[config.mk]
export PLATFORM = sky130hd
export DESIGN_NAME = bfa_front
export DESIGN_NICKNAME = d
export VERILOG_FILES = /design/src/hdl/bfa_pkg.sv /design/src/hdl/bfa_front.sv
export SDC_FILE = /design/constraint.sdc
export NUM_CORES = 1
export LEC_CHECK = 0
export BUFFER_PORTS_ARGS = -buffer_cell sky130_fd_sc_hd__clkbuf_2
export CAP_MARGIN = 20
export CELL_PAD_IN_SITES_DETAIL_PLACEMENT = 2
export CELL_PAD_IN_SITES_GLOBAL_PLACEMENT = 2
export CORE_UTILIZATION = 36
export DETAILED_ROUTE_END_ITERATION = 8
export PLACE_DENSITY_LB_ADDON = 0.15
export SLEW_MARGIN = 5
export SYNTH_ARGS = -nofsm -noshare
export SYNTH_HDL_FRONTEND = slang
export SYNTH_SLANG_ARGS = --single-unit
[constraint.sdc]
create_clock -name clock -period 6.6 [get_ports clock]
set_input_delay 1.32 -clock clock [delete_from_list [all_inputs] [get_ports clock]]
set_output_delay 1.32 -clock clock [all_outputs]
set_load 0.02 [all_outputs]
[src/hdl/bfa_pkg.sv]
// Shared types, codes and defaults of the bitmap frame allocator.
`timescale 1ns / 1ps
`default_nettype none
package bfa_pkg;

   localparam int DEF_NUM_FRAMES  = 65536;
   localparam int DEF_WORD_BITS   = 32;
   localparam int DEF_MAX_GUARDED = 64;
   localparam int DEF_MAX_RUN     = 1024;

   localparam int CSR_W = 17;
   localparam logic [CSR_W-1:0] CSR_RESET = 17'h10000;
   localparam logic [15:0] COUNT_MAX = 16'hFFFF;

   localparam logic [3:0] ACT_ALLOC    = 4'd0;
   localparam logic [3:0] ACT_RUN      = 4'd1;
   localparam logic [3:0] ACT_FREE     = 4'd2;
   localparam logic [3:0] ACT_INC      = 4'd3;
   localparam logic [3:0] ACT_DEC      = 4'd4;
   localparam logic [3:0] ACT_QUERY    = 4'd5;
   localparam logic [3:0] ACT_PROTECT  = 4'd6;
   localparam logic [3:0] ACT_UNPROT   = 4'd7;
   localparam logic [3:0] ACT_PQUERY   = 4'd8;
   localparam logic [3:0] ACT_MARK     = 4'd9;

   localparam logic [3:0] ST_OK        = 4'd0;
   localparam logic [3:0] ST_INVALID   = 4'd1;
   localparam logic [3:0] ST_NONE_FREE = 4'd2;
   localparam logic [3:0] ST_NOT_USED  = 4'd3;
   localparam logic [3:0] ST_PROTECTED = 4'd4;
   localparam logic [3:0] ST_FULL      = 4'd5;
   localparam logic [3:0] ST_NOT_FOUND = 4'd6;
   localparam logic [3:0] ST_OVERFLOW  = 4'd7;
   localparam logic [3:0] ST_ZERO      = 4'd8;

   typedef struct packed {
      logic [3:0]  action;
      logic [15:0] frame;
      logic [10:0] run_len;
      logic        mark;
      logic        f_nz;
      logic        f_in;
      logic        len_ok;
      logic        len_one;
   } bfa_req_type;

   typedef struct packed {
      logic        valid;
      bfa_req_type item;
   } bfa_head_type;

   typedef struct packed {
      logic pop;
      logic clearing;
   } bfa_back_stat_type;

endpackage
`default_nettype wire

[src/hdl/bfa_front.sv]
// Front end: accepts requests, classifies them and queues them for the back end.
`timescale 1ns / 1ps
`default_nettype none
module bfa_front import bfa_pkg::*; #(
   parameter int NUM_FRAMES = DEF_NUM_FRAMES,
   parameter int MAX_RUN    = DEF_MAX_RUN
) (
   input  logic                          clock,
   input  logic                          reset,
   input  logic                          start,
   output logic                          busy,
   input  logic [3:0]                    req_action,
   input  logic [15:0]                   req_frame_index,
   input  logic [10:0]                   req_run_length,
   input  logic                          req_mark_used,
   input  logic [$clog2(NUM_FRAMES):0]   tot,
   input  bfa_back_stat_type             back_stat,
   output bfa_head_type                  head
);

   localparam int TW = $clog2(NUM_FRAMES) + 1;
   localparam int CW = (TW > 17) ? TW : 17;

   bfa_req_type q_ff [2];
   logic        wp_ff, wp_in, rp_ff, rp_in;
   logic [1:0]  n_ff, n_in;
   logic        push;
   bfa_req_type cls;

   assign busy = (n_ff == 2'd2) || back_stat.clearing;
   assign push = start && !busy;

   always_comb begin
      cls.action  = req_action;
      cls.frame   = req_frame_index;
      cls.run_len = req_run_length;
      cls.mark    = req_mark_used;
      cls.f_nz    = req_frame_index != 16'd0;
      cls.f_in    = CW'(req_frame_index) < CW'(tot);
      cls.len_ok  = (req_run_length != 11'd0) && (32'(req_run_length) <= MAX_RUN);
      cls.len_one = req_run_length == 11'd1;
   end

   always_comb begin
      wp_in = wp_ff;
      rp_in = rp_ff;
      n_in  = n_ff;
      if (push) begin
         wp_in = !wp_ff;
      end
      if (back_stat.pop) begin
         rp_in = !rp_ff;
      end
      if (push && !back_stat.pop) begin
         n_in = n_ff + 2'd1;
      end else if (!push && back_stat.pop) begin
         n_in = n_ff - 2'd1;
      end
   end

   always_ff @(posedge clock) begin
      if (reset) begin
         wp_ff <= 1'b0;
         rp_ff <= 1'b0;
         n_ff  <= 2'd0;
      end else begin
         wp_ff <= wp_in;
         rp_ff <= rp_in;
         n_ff  <= n_in;
      end
      if (push) begin
         q_ff[wp_ff] <= cls;
      end
   end

   assign head.valid = n_ff != 2'd0;
   assign head.item  = q_ff[rp_ff];

endmodule
`default_nettype wire

==> results of run 1 <==
## state kept, by name, summed over array words and instances (netlist names), named ones only
register	count
wp_ff	1
n_ff	2
rp_ff	1
q_ff	72
## logic make-up (layout without fill, tap and decap cells)
group / after synthesis / after routing / share of synthesized area
adders and majority gates: 16 / 16 / 0.06149
muxes: 36 / 36 / 0.1245
DFF: 77 / 77 / 0.6949
xor gates and xnor gates: 5 / 5 / 0.01345
and+or+nand+nor: 30 / 30 / 0.04805
AOI/OAI and AO/OA: 16 / 16 / 0.02959
buffers and inverters: 23 / 127 / 0.02806
## final timing paths
kind | start | to | slack [ns] | depth (start not counted)
max reg2reg | n_ff[0]$_SDFFE_PP0P_ | q_ff[1][2]$_DFFE_PP_ | 4.68 | 3
min reg2reg | n_ff[1]$_SDFFE_PP0P_ | n_ff[1]$_SDFFE_PP0P_ | 0.52 | 2
max | flop | head[24] | 3.42 | 2
min | n_ff[1]$_SDFFE_PP0P_ | n_ff[1]$_SDFFE_PP0P_ | 0.52 | 2
## synthesized netlist by cell type, drive strengths merged
cell,number
a211oi,1
a21o,1
a21oi,9
a41oi,1
and3,1
buf,4
dfxtp,5
edfxtp,72
ha,16
inv,19
mux2,36
nand2,5
nand2b,1
nand3,2
nand4,2
nor2,8
nor3,1
nor3b,1
nor4,6
o21ai,3
o22a,1
or2,1
or3,1
or4b,1
xnor2,2
xor2,3
## per-layer routing
layer,share of wire,wire [um]
met1,0.41,3018
met3,0.041,303
met2,0.54,3960
met4,0.015,108
met5,0,0
## final cells by class
cell class / instances / area, um^2 / area share
clock inverters: 7 / 90.09 / 0.02213
inverters: 19 / 71.32 / 0.01752
clock buffers: 9 / 123.9 / 0.03043
repair buffers: 92 / 475.5 / 0.1168
well taps: 108 / 135.1 / 0.03320
flip-flops and latches: 77 / 2263 / 0.5561
multi-input cells: 103 / 910.9 / 0.2238
## metrics by stage
stage            util  total power, mW  setup WS (ns)  std cells  hold slack (ns)
2_1_floorplan       -           0.6847          3.036        203           0.4607
3_3_place_gp   0.4399           0.7479          3.502        398           0.4966
3_5_place_dp   0.4399           0.7545          3.470        398           0.5159
4_1_cts        0.4644            1.137          3.361        414           0.5288
5_1_grt        0.4667            1.169          3.279        415           0.5576
6_report       0.4667            1.123          3.424        415           0.5183
## power by group
group	internal (mW)	total (mW)	leakage, nW	switching [mW]
clock network	0.211	0.381	0.107	0.170
logic	0.0692	0.163	0.845	0.0940
registers	0.561	0.578	0.699	0.0170
## worst max-delay path, stage by stage, from the launching register on
cell	delay, ns
dfxtp_2	0.92
mux2_2	0.43
clkbuf_2	0.16
==> metrics.md, run 1 <==
| Metric | Value |
|---|---|
| Core Rows | 34 |
| Post-Syn Area | 3256 um^2 |
| Pwr/cell area | 275.8 nW/um^2 |
| Synth Area per Inst | 16.04 um^2 |
| Synth area leaders | edfxtp_1 66%, mux2_2 12%, ha_1 6.1% |
| Post-route cell area | 4070 um^2 |
| CTS Buf Count | 9 |
| Final hold vios | 0 |
| Detailed placement HPWL | 5267 um |
| Synth cell types | 27 |
| Clock tree sinks | 77 |
| Initial antenna violation count | 0 |
| Leak | 1.650 nW |
| GPL Wtd Cong | 0.7334 |
| Vias | 2,023 |
| Register area share after synthesis | 0.6949 |
| Drt via density | 4.875 |
| Clock root cell | clkbuf_8 |
| DR pass1 iterations | 4 |
| DP Area | 3836 um^2 |
| M2 GR Usage | 0.2931 |
| RSZ-0062 raised after global routing | false |
| Filler cells | 871 |
| Worst-margin pin slew | 0.8985 ns |
| Detail Route Antenna Nets | 0 |
| Startpoint class of the critical path | flop |
| Met1 Use GR | 0.1955 |
| Setup Buffers After CTS | 0 |
| Diode count | 0 |
| Busiest layer in global routing | met2 |
| Nets | 372 |
| Max rail drop VDD | 0.1089 mV |
| Syn_nets | 273 |
| Total congestion overflow | 0 |
| CTS tree | done |
| Final Max Tran Viols | 0 |
| Die area | 9427 um^2 |
| Wire per inst | 17.81 um |
| First-pass GRT wire length | 11,670 um |
| CP required | 5.28 ns |
| Crit. End Element | primary output |
| Top cell type's share of synthesized area | 0.6641 |
| Worst min path class | flop to flop |
| Core area | 8721 um^2 |
| Clk slew on worst S/H paths | 0.08 ns |
| Mapped Cells | 203 |
| Worst-case clock buffer depth | 2 |
| Max Fclk | 314.9 MHz |
| Post_cts resized | 0 |
| Initial Util | 0.3733 |
| Hold-fix buffers, CTS | 0 |
| Slew margin rel. | 0.4010 |
| Area leader, netlist | edfxtp_1 |
| Max Clock Skew | 0.009542 ns |
| Die W | 97.10 um |
| WS Path Type | flop to primary output |
| Residual DRC count | 0 |
| Max H-tree Level | 3 |
| Ports | 92 |
| Input/output buffers | 91 |
| 1st-iter DRT viols | 46 |
| Commonest non-fill, non-tap cell in the layout | clkbuf_2 |
| Total Wirelength | 7390 um |
| Status | finished, final reports clean |
| Die height | 97.10 um |
| Final worst path period need | 3.176 ns |
| Vias in the first global route | 2,236 |
| CP Max Fanout | 36 |
| Met3 usage | 0.03165 |
| Final period utilization | 0.4812 |
| Setup violators final | 0 |
| Worst endpoint data arrival time | 1.86 ns |
| Share of cells above drive strength 1 | 0.4821 |
| Largest net degree at the start of global routing | 37 |
| Commonest cells after routing, fill and taps aside | 91 x clkbuf_2, 72 x edfxtp_1, 36 x mux2_2, 19 x inv_1, 16 x ha_1 |
| Area Growth Syn to Fin | 25.02% |
| Seq cells post-synth | 77 |
| Max-Cap Viols | 0 |
| Ys Warns | 0 |
| Worst-skew pair later-pin latency | 0.34 ns |
| GRT Overall Usage | 0.1643 |
| Setup TNS Final | 0 ns |
No activity file was read; power rests on OpenSTA's default activity.
==> run 2, diff against run 1 <==
--- a/config.mk
+++ b/config.mk
@@ -9,7 +9,7 @@
 export CAP_MARGIN = 20
 export CELL_PAD_IN_SITES_DETAIL_PLACEMENT = 2
 export CELL_PAD_IN_SITES_GLOBAL_PLACEMENT = 2
-export CORE_UTILIZATION = 36
+export CORE_UTILIZATION = 35
 export DETAILED_ROUTE_END_ITERATION = 8
 export PLACE_DENSITY_LB_ADDON = 0.15
 export SLEW_MARGIN = 5
==> constraint.sdc (replaced) <==
create_clock -name clock -period 3.1 [get_ports clock]
set_input_delay 0.62 -clock clock [delete_from_list [all_inputs] [get_ports clock]]
set_output_delay 0.62 -clock clock [all_outputs]
set_load 0.02 [all_outputs]
==> run 2 against run 1 <==
The run now ends with DRC left; sequential power rose by 110%; setup slack got worse by 2.8 ns; power rose by 110%; combinational power up 120%; flip-flop and latch count unchanged; clock-buffer cell count increased by 1; clock power rose by 110%; critical path type unchanged; critical endpoint is now head[29]; highest routed layer unchanged.
==> metrics.md, run 2 (synthesis gave the netlist of run 1 again) <==
| Metric | Value |
|---|---|
| Reg2reg start | n_ff[0]$_SDFFE_PP0P_ |
| DP Area | 3891 um^2 |
| Reg2Reg Capture Point | q_ff[0][20]$_DFFE_PP_ |
| Area Growth Syn to Fin | 25.83% |
| Commonest cells after routing, fill and taps aside | 91 x clkbuf_2, 72 x edfxtp_1, 36 x mux2_2, 19 x inv_1, 16 x ha_1 |
| Post-route cell area | 4096 um^2 |
| Core area | 8848 um^2 |
| Met1 Use GR | 0.1898 |
| Failing checks | DRC |
| End of the worst hold path | q_ff[1][4]$_DFFE_PP_ |
| CP required | 2.48 ns |
| Final design utilization | 0.4630 |
| Setup violators final | 0 |
| Detailed placement HPWL | 5582 um |
| Hold path start | req_mark_used |
| Worst-case clock buffer depth | 2 |
| WS Path Type | flop to primary output |
| Worst min path class | primary input to flop |
| Vias | 2,039 |
| Max Clock Skew | 0.006426 ns |
| Status | finished, violations left |
| Max H-tree Level | 3 |
| Busiest layer in global routing | met2 |
| Largest net degree at the start of global routing | 25 |
| Total Wirelength | 7373 um |
| 1st-iter DRT viols | 46 |
| Clock tree sinks | 77 |
| Clock root cell | clkbuf_8 |
| Filler cells | 915 |
| CTS Buf Count | 9 |
| Clk slew on worst S/H paths | 0.08 ns |
| GPL Wtd Cong | 0.7099 |
| DR pass1 iterations | 9 |
| Drt via density | 4.878 |
| Die W | 98.45 um |
| Input/output buffers | 91 |
| RSZ-0062 raised after global routing | false |
| First-pass GRT wire length | 11,670 um |
| Final Total Pwr | 2.373 mW |
| Max Fclk | 407.0 MHz |
| Final hold vios | 0 |
| Initial Util | 0.3679 |
| Worst-skew pair later-pin latency | 0.34 ns |
| Setup Buffers After CTS | 0 |
| Die height | 98.45 um |
| Setup TNS Final | 0 ns |
| Nets | 375 |
| Max rail drop VDD | 0.2516 mV |
| Post_cts resized | 0 |
| Diode count | 0 |
| Slew margin rel. | 0.6547 |
| Initial antenna violation count | 0 |
| Die area | 9691 um^2 |
| Met3 usage | 0.03262 |
| Startpoint class of the critical path | flop |
| Leak | 1.667 nW |
| Detail Route Antenna Nets | 0 |
| Reg with most FFs | q_ff |
| Worst-margin pin slew | 0.5179 ns |
| Wire per inst | 17.64 um |
| Final worst path period need | 2.457 ns |
| CP Max Fanout | 20 |
| M2 GR Usage | 0.3001 |
| Ports | 92 |
| R2R setup slack | 1.27 ns |
| Core Rows | 34 |
| Total congestion overflow | 0 |
| GRT Overall Usage | 0.1655 |
| Vias in the first global route | 2,194 |
| Commonest non-fill, non-tap cell in the layout | clkbuf_2 |
| Residual DRC count | 5 |
| Final Max Tran Viols | 0 |
| CTS tree | done |
| Share of cells above drive strength 1 | 0.4806 |
| Reg2Reg Depth | 5 |
| Pwr/cell area | 579.3 nW/um^2 |
| Final period utilization | 0.7927 |
| WHS | 0.4695 ns |
| Hold-fix buffers, CTS | 0 |
| Worst endpoint data arrival time | 1.84 ns |
| Crit. End Element | primary output |
| Max reg flops | 72 |
| Worst hold path depth | 1 |
| Max-Cap Viols | 0 |
| Largest regs | q_ff: 72 flops, n_ff: 2 flops |
## run 2: critical path, cell delays in order, from the launching register on
cell and delay, ns:
dfxtp_2 0.65, buf_4 0.31, mux2_2 0.37, clkbuf_2 0.17
## run 2: metrics by stage
| stage | std cells | worst slack, ns |
|---|---|---|
| after floorplan | 203 | 0.2361 |
| after CTS | 418 | 0.5650 |
| final | 418 | 0.6427 |
| after global routing | 418 | 0.5085 |
| after detailed placement | 402 | 0.8523 |
| after global placement | 402 | 0.8894 |
## run 2: report_power, final
group          internal [mW]  switching (mW)  total [mW]
clock network          0.446           0.342       0.788
registers               1.20          0.0278        1.22
logic                  0.152           0.210       0.362
## run 2: area by class of cell
| type | instances | area [um^2] | share of cell area |
|---|---|---|---|
| clock buffers | 10 | 127.6 | 0.03115 |
| flip-flops and latches | 77 | 2263 | 0.5525 |
| well taps | 108 | 135.1 | 0.03299 |
| inverters | 19 | 71.32 | 0.01741 |
| multi-input cells | 103 | 910.9 | 0.2224 |
| clock inverters | 6 | 77.57 | 0.01894 |
| repair buffers | 95 | 510.5 | 0.1246 |
## run 2: routing by layer
layer / vias to the layer above / wire length (um)
met3: 10 / 328
li1: 967 / -
met5: - / 0
met2: 57 / 3918
met4: 0 / 123
met1: 1005 / 3003
## run 2: worst max-delay path by stage
stage,start,to,depth (start not counted)
6_report,flop,head[29],3
5_1_grt,flop,head[29],3
4_1_cts,flop,head[29],3
3_5_place_dp,req_frame_index[10],q_ff[0][2]$_DFFE_PP_,7
3_3_place_gp,req_frame_index[10],q_ff[0][2]$_DFFE_PP_,7
2_1_floorplan,back_stat[0],q_ff[0][0]$_DFFE_PP_,3
